`config.mk`:
```
export PLATFORM = sky130hd
export DESIGN_NAME = sha512_sched
export DESIGN_NICKNAME = d
export VERILOG_FILES = /design/src/rtl/sha512_hash_core_macros.svh /design/src/rtl/sha512_pkg.sv /design/src/rtl/sha512_sched.sv
export SDC_FILE = /design/constraint.sdc
export NUM_CORES = 2
export LEC_CHECK = 0
export BUFFER_PORTS_ARGS = -buffer_cell sky130_fd_sc_hd__buf_2
export CAP_MARGIN = 20
export CORE_MARGIN = 3
export CORE_UTILIZATION = 30
export CTS_CLUSTER_DIAMETER = 60
export DETAILED_ROUTE_END_ITERATION = 12
export PLACE_DENSITY = 0.55
export SLEW_MARGIN = 20
export SYNTH_ARGS = -nofsm -noshare
export SYNTH_HDL_FRONTEND = slang
export SYNTH_SLANG_ARGS = --single-unit
export TNS_END_PERCENT = 10
```
`constraint.sdc`:
```
create_clock -name clk -period 5.7 [get_ports clk]
set_input_delay 0.285 -clock clk [delete_from_list [all_inputs] [get_ports clk]]
set_output_delay 0.285 -clock clk [all_outputs]
set_load 0.01 [all_outputs]
```
`src/rtl/sha512_hash_core_macros.svh`:
```
// Assertion macros for the SHA-512 hash core
`ifndef SHA512_HASH_CORE_MACROS_SVH
`define SHA512_HASH_CORE_MACROS_SVH
`ifndef NO_ASSERTIONS
`define SHA_ASSERT(label, clk, rst_n, prop, msg) \
	label: assert property (@(posedge clk) disable iff (!rst_n) prop) else $error(msg);
`define SHA_ASSERT_NORST(label, clk, prop, msg) \
	label: assert property (@(posedge clk) prop) else $error(msg);
`else
`define SHA_ASSERT(label, clk, rst_n, prop, msg)
`define SHA_ASSERT_NORST(label, clk, prop, msg)
`endif
`endif

```
`src/rtl/sha512_pkg.sv`:
```
// Types, constants and round functions for the SHA-512 hash core
package sha512_pkg;
	localparam int unsigned NumRounds = 80;
	localparam logic [7:0] PadByte = 8'h80;
	localparam logic [6:0] PadLimit = 7'd112;
	localparam logic [6:0] LenPos = 7'd120;

	typedef logic [63:0] word_t;

	typedef enum logic [0:0] {
		KIND_BYTE = 1'b0,
		KIND_FINISH = 1'b1
	} kind_t;

	typedef struct packed {
		logic [0:0] kind;
		logic [7:0] data_byte;
	} in_item_t;

	typedef struct packed {
		logic [63:0] digest_word;
		logic [2:0] word_index;
		logic last;
	} out_item_t;

	typedef struct packed {
		logic init;
		logic round;
		logic fold;
		logic [6:0] rnd;
	} rnd_ctl_t;

	function automatic word_t iv(input logic [2:0] i);
		word_t r;
		unique case (i)
			3'd0: r = 64'h6a09e667f3bcc908;
			3'd1: r = 64'hbb67ae8584caa73b;
			3'd2: r = 64'h3c6ef372fe94f82b;
			3'd3: r = 64'ha54ff53a5f1d36f1;
			3'd4: r = 64'h510e527fade682d1;
			3'd5: r = 64'h9b05688c2b3e6c1f;
			3'd6: r = 64'h1f83d9abfb41bd6b;
			default: r = 64'h5be0cd19137e2179;
		endcase
		return r;
	endfunction

	localparam word_t RoundConst [NumRounds] = '{
		64'h428a2f98d728ae22, 64'h7137449123ef65cd, 64'hb5c0fbcfec4d3b2f, 64'he9b5dba58189dbbc,
		64'h3956c25bf348b538, 64'h59f111f1b605d019, 64'h923f82a4af194f9b, 64'hab1c5ed5da6d8118,
		64'hd807aa98a3030242, 64'h12835b0145706fbe, 64'h243185be4ee4b28c, 64'h550c7dc3d5ffb4e2,
		64'h72be5d74f27b896f, 64'h80deb1fe3b1696b1, 64'h9bdc06a725c71235, 64'hc19bf174cf692694,
		64'he49b69c19ef14ad2, 64'hefbe4786384f25e3, 64'h0fc19dc68b8cd5b5, 64'h240ca1cc77ac9c65,
		64'h2de92c6f592b0275, 64'h4a7484aa6ea6e483, 64'h5cb0a9dcbd41fbd4, 64'h76f988da831153b5,
		64'h983e5152ee66dfab, 64'ha831c66d2db43210, 64'hb00327c898fb213f, 64'hbf597fc7beef0ee4,
		64'hc6e00bf33da88fc2, 64'hd5a79147930aa725, 64'h06ca6351e003826f, 64'h142929670a0e6e70,
		64'h27b70a8546d22ffc, 64'h2e1b21385c26c926, 64'h4d2c6dfc5ac42aed, 64'h53380d139d95b3df,
		64'h650a73548baf63de, 64'h766a0abb3c77b2a8, 64'h81c2c92e47edaee6, 64'h92722c851482353b,
		64'ha2bfe8a14cf10364, 64'ha81a664bbc423001, 64'hc24b8b70d0f89791, 64'hc76c51a30654be30,
		64'hd192e819d6ef5218, 64'hd69906245565a910, 64'hf40e35855771202a, 64'h106aa07032bbd1b8,
		64'h19a4c116b8d2d0c8, 64'h1e376c085141ab53, 64'h2748774cdf8eeb99, 64'h34b0bcb5e19b48a8,
		64'h391c0cb3c5c95a63, 64'h4ed8aa4ae3418acb, 64'h5b9cca4f7763e373, 64'h682e6ff3d6b2b8a3,
		64'h748f82ee5defb2fc, 64'h78a5636f43172f60, 64'h84c87814a1f0ab72, 64'h8cc702081a6439ec,
		64'h90befffa23631e28, 64'ha4506cebde82bde9, 64'hbef9a3f7b2c67915, 64'hc67178f2e372532b,
		64'hca273eceea26619c, 64'hd186b8c721c0c207, 64'heada7dd6cde0eb1e, 64'hf57d4f7fee6ed178,
		64'h06f067aa72176fba, 64'h0a637dc5a2c898a6, 64'h113f9804bef90dae, 64'h1b710b35131c471b,
		64'h28db77f523047d84, 64'h32caab7b40c72493, 64'h3c9ebe0a15c9bebc, 64'h431d67c49c100d4c,
		64'h4cc5d4becb3e42b6, 64'h597f299cfc657e2a, 64'h5fcb6fab3ad6faec, 64'h6c44198c4a475817
	};

	function automatic word_t rotr(input word_t x, input int unsigned n);
		return (x >> n) | (x << (64 - n));
	endfunction
endpackage

```
`src/rtl/sha512_sched.sv`:
```
// Rolling sixteen-word message buffer and schedule expansion
module sha512_sched import sha512_pkg::*; (
	input logic clk,
	input logic wr_byte,
	input logic [6:0] wr_pos,
	input logic [7:0] wr_val,
	input logic wr_len,
	input word_t len_bits,
	input rnd_ctl_t ctl,
	output word_t w_out
);
	word_t w_q [16];
	word_t s0, s1, w_new;
	logic [3:0] idx;
	logic [5:0] sh;

	assign idx = wr_pos[6:3];
	assign sh = 6'd56 - {wr_pos[2:0], 3'b000};
	assign s0 = rotr(w_q[1], 1) ^ rotr(w_q[1], 8) ^ (w_q[1] >> 7);
	assign s1 = rotr(w_q[14], 19) ^ rotr(w_q[14], 61) ^ (w_q[14] >> 6);
	assign w_new = w_q[0] + s0 + w_q[9] + s1;
	assign w_out = w_q[0];

	always_ff @(posedge clk) begin
		if (ctl.round) begin
			for (int i = 0; i < 15; i++) w_q[i] <= w_q[i + 1];
			w_q[15] <= w_new;
		end else begin
			if (wr_byte) begin
				w_q[idx] <= (w_q[idx] & ~(64'hFF << sh)) | (word_t'(wr_val) << sh);
			end
			if (wr_len) begin
				w_q[15] <= len_bits;
			end
		end
	end
endmodule

```
======== After elaboration in Yosys (flattened, before gate mapping) ========
Memories as Yosys holds them, arrays and structs flattened.
Cells that the tools add are included.
word-level totals
  bits in registers ....................... 0
  bits in writable memories ............... 1024
  word-level logic and storage cells ...... 36
  memories kept ........................... 1
cells by class
  add/subtract/negate cells ............... 4
  equal/unequal tests ..................... 1
  shifts and indexed selects .............. 2
  multiplexer cells ....................... 12
  bitwise gates (word level) .............. 15
  reduce and logical (&&, ||, !) cells .... 1
memory list
  name  depth  bits a word  rd ports  clocked after Yosys merged registers in  wr ports  line                source
  w_q   16     64           17        0                                        16        sha512_sched.sv:12  word_t w_q [16];
operator list
  operator                                           count
  adder 64 bit                                       3
  two-way mux 64 bit                                 2
  XOR 64 bit                                         2
  bitwise AND 64 bit                                 1
  NOT 64 bit                                         1
  OR 3 x 64 -> 64 bit                                1
  OR 45 x 64 -> 64 bit                               1
  OR 56 x 64 -> 64 bit                               1
  OR 63 x 64 -> 64 bit                               1
  OR 64 bit                                          1
  OR reduction 64 bit                                1
  left shift 8 x 6 -> 64 bit                         1
  left shift 8 x 6 -> 64 bit (first input constant)  1
  XOR 64 x 57 -> 64 bit                              1
  XOR 64 x 58 -> 64 bit                              1
  two-way mux 1 bit                                  9
  subtractor 6 bit (first input constant)            1
  equality test 4 bit (second input constant)        1
  two-way mux 4 bit                                  1
  bitwise AND 1 bit                                  2
  NOT 1 bit                                          1
  OR 1 bit                                           1

======== Depth between registers and ports, before layout ========
  depth in word-level cells ............... 8
  mapped depth ............................ 19
  gate-level depth less buffers ........... 19

======== Worst setup path after synthesis ========
OpenSTA, ideal clock, no wires.
  kind .................................... reg-to-reg
  start point ............................. memory w_q[14][20] in the netlist's numbering
  end point ............................... memory w_q[15][63] in the netlist's numbering (data pin)
  data arrival time ....................... 4.185 ns
  required time ........................... 5.427 ns
  slack ................................... 1.241 ns
  cell stages (with the launch flop) ...... 20
  path buffers ............................ 0
  period minus slack after synthesis ...... 4.459 ns
  cell sequence ........................... edfxtp_1 xnor2_1 xnor2_1 fa_1 inv_1 fa_1 inv_1 ha_1 inv_1 fa_1 nor2b_1 o2111ai_1 and2_1 o211ai_1 and3_1 o21ai_1 a311oi_1 nor2_1 o211ai_1 o211ai_1
RTL lines
  item         line
  from (decl)  sha512_sched.sv:12

==> results.md <==
- Via count of the first global-routing pass: slightly above 40,000
- Maximum number of buffers from clock root to sink: 3
- Count of input and output buffers: approximately 150
- Data required time at the worst endpoint: 6.23 ns
- Initial core utilization: 0.3028
- Register containing the most flip-flops in the final layout: w_q
- Critical path launch point type: flop
- Number of sinks on the clock net: 1,024
- RSZ-0062 raised after global routing: no
- Ratio of cells with drive above 1 in the final layout: 0.1664
- Largest registers: w_q (1024)
- Remaining global-route overflow: 0
- Level count of the clock H-tree: 3
- Relative slew slack: 0.2315
- Iteration count of the initial detailed-routing pass: 6
- Synth Flop Type: edfxtp_1
- Horiz. Die Dim: between 400 and 500 um
- Routability congestion estimate: 0.9561
- Wire per inst: about 28 um
- IR Drop Worst-Case VDD: around 0.42 mV
- Async SR Flop Fraction: 0
- Worst-case clock skew: approximately 0.047 ns
- Final setup vio count: 0
- Total of flip-flops plus latches after synthesis: slightly above 1,000
- Avg Vias per Cell: about 5.4
- Tmin final: 5.456 ns
- Clock slew seen by the registers of the worst setup and hold paths: 0.07 ns
- Combined global-route utilization of all metal layers: 0.2128
- Largest cells by area after synthesis: edfxtp_1 52%, mux4_2 12%, o21ai_0 5.7%, nand2_1 4.6%, fa_1 4.3%
- Crit path DAT: about 6 ns
- NumNets Final: 5,451
- Clock latency at the later pin of the worst-skew pair: about 0.77 ns
- Die Y-Extent: about 450 um
- Wire length of the first global-routing pass: 313.1 mm
- Count of unique library cells instantiated by Yosys: 69
- TritonCTS buffer count: 110
- Result of the run: complete, no violations
- Register area: approximately 30,000 um2
- Row count: about 160
- Largest register FFs: a little over 1,000
- Sort of element at the end of the critical path: flop
- Overall routed net length: between 200 and 250 mm
- Final number of max-transition violations: 0
- Netlist area before placement: a little under 60,000 um2
- Largest net degree at the start of global routing: 129
- PwrDens: 565.0 nW/um2
- Number of violations of the max-capacitance limit: 0
- Number of top-level pins: 156
- Count of flip-flops with a built-in enable after synthesis: a little over 1,000
- Synthesized instance count: about 5,100
- Path type of the worst min-delay path: in -> reg
- Peak fanout along the critical path: 5
- Starting DRC count in detailed routing: approximately 4,700
- Half-perimeter wire length after detailed placement: between 150 and 200 mm
- Core Region: roughly 200,000 um2
- Clock tree from TritonCTS: built
- Commonest cells after routing, fill and taps aside: 1,024 x edfxtp_1, 718 x nand2_1, 675 x o21ai_0
- Pre-CTS WS: roughly 0.23 ns
- Post-route worst hold slack: 0.05651 ns
- Synth Net Count: 5,404
- Sequential fraction of the synthesis area: 0.5193
- Relative area change from synthesis to final layout: 13.92%
- Slew @ Worst Pin: 1.153 ns
- Combined area of the multi-input logic cells: between 20,000 and 30,000 um2
- Critical path class: reg -> reg
- Fraction of post-synthesis cell area in the top cell type by area: 0.5193
- YS warnings: 0
- Final setup margin: 0.2441 ns
- Hold Vio Cnt, Final: 0
- Cell at the root of the clock tree: clkbuf_16
- DRC viols: 0
- Final core utilization: 0.3449
- Cells on worst reg2reg path: 18
- Final sum of negative setup slack: 0 ns
- Count of nets left with antenna violations after detail routing: 0
- Leakage power: between 20 and 30 nW
- Filler Cells Inserted: between 15,000 and 20,000
- Average cell area after synthesis: 11.56 um2
- Final worst path period share: 0.9572
- Vias: ~43,000
- Leading cell type in the layout, fill and taps excluded: edfxtp_1
- Die footprint: ~200,000 um2
- Worst Hold Path Cells: 3
- Highest attainable clock frequency: 183.3 MHz
- Number of antenna violations at the first check in global routing: 11
- Synth area leader: edfxtp_1
-- path summary, 6_finish.rpt --
kind | startpoint | to | slack [ns]
worst max-delay path | w_q[14][36] | w_q[15][62] | 0.24
worst min-delay path | len_bits[30] | w_q[15][30] | 0.06
worst max register to register | w_q[14][36] | w_q[15][62] | 0.24
worst min register to register | w_q[13][59] | w_q[12][59] | 0.53
-- routing by layer --
metal / vias up / track usage / routed length [um]
met1: 21799 / 0.2680 / 84270
met5: - / 0 / 0
met3: 389 / 0.03111 / 16620
li1: 18662 / - / -
met2: 2024 / 0.3502 / 105000
met4: 0 / 0.1211 / 13690
-- report_power, final --
| group | internal, mW | leakage (nW) | switching [mW] |
|---|---|---|---|
| clock network | 3.99 | 1.71 | 3.25 |
| registers | 10.0 | 10.1 | 1.01 |
| logic | 8.00 | 13.6 | 11.9 |
| total | 22.0 | 25.4 | 16.1 |
-- cells by family (layout without fill, tap and decap cells) --
logic type                 after synthesis  count (layout)  share of synthesized area
AOI/OAI and AO/OA                     1293            1293                     0.1179
and+or+nand+nor                       1251            1251                    0.08471
DFF                                   1024            1024                     0.5193
buffers and inverters                  685             828                    0.04553
muxes                                  390             390                     0.1336
xor gates and xnor gates               291             291                    0.04304
adders and majority gates              189             189                    0.05591
other                                    0               4                          0
-- critical path: stages (launching register included) --
cell and delay, ns:
edfxtp_1 0.59, xnor2_1 0.45, xnor2_1 0.20, fa_1 0.53, inv_1 0.05, fa_1 0.48
inv_1 0.04, ha_1 0.28, nand2_1 0.07, o311ai_1 0.37, a21oi_1 0.21, or4_1 0.54
a21oi_4 0.31, o31ai_1 0.10, buf_4 0.16, o31a_1 0.31, o21ai_1 0.21, o311ai_1 0.11
o21a_1 0.22
-- layout make-up --
class / count / area share
multi-input cells: 3414 / 0.3880
inverters: 271 / 0.01508
repair buffers: 349 / 0.04012
clock buffers: 133 / 0.04240
clock inverters: 75 / 0.009812
flip-flops and latches: 1024 / 0.4558
diodes: 4 / 0.0001484
well taps: 2624 / 0.04867
-- metrics by stage --
| stage | instance area (um2) | instances | power [mW] |
|---|---|---|---|
| final | 67460 | 7894 | 38.11 |
| after global routing | 67460 | 7894 | 40.56 |
| after CTS | 67370 | 7888 | 37.84 |
| after detailed placement | 63400 | 7636 | 30.50 |
| after global placement | 63300 | 7635 | 30.36 |
| after floorplan | 59220 | 5123 | 24.84 |
-- synth_stat cells, types with 24 or more instances --
| cell | number |
|---|---|
| edfxtp_1 | 1024 |
| nand2_1 | 727 |
| o21ai_0 | 675 |
| a21oi_1 | 430 |
| nor2_1 | 388 |
| mux4_2 | 320 |
| clkbuf_1 | 287 |
| inv_1 | 271 |
| xnor2_1 | 255 |
| fa_1 | 126 |
| buf_2 | 93 |
| mux2i_1 | 68 |
| ha_1 | 63 |
| a21o_1 | 39 |
| xor2_1 | 36 |
| a211oi_1 | 35 |
| buf_1 | 31 |
| nand3_1 | 24 |
-- timing repair --
item	in CTS	in global routing
hold buffers	44	0
buffers inserted	0	2
gates resized for setup	0	2
endpoints found under the setup margin	0	2
endpoints found under the hold margin	44	0
Note: power is estimated with default switching activity, not from simulation.
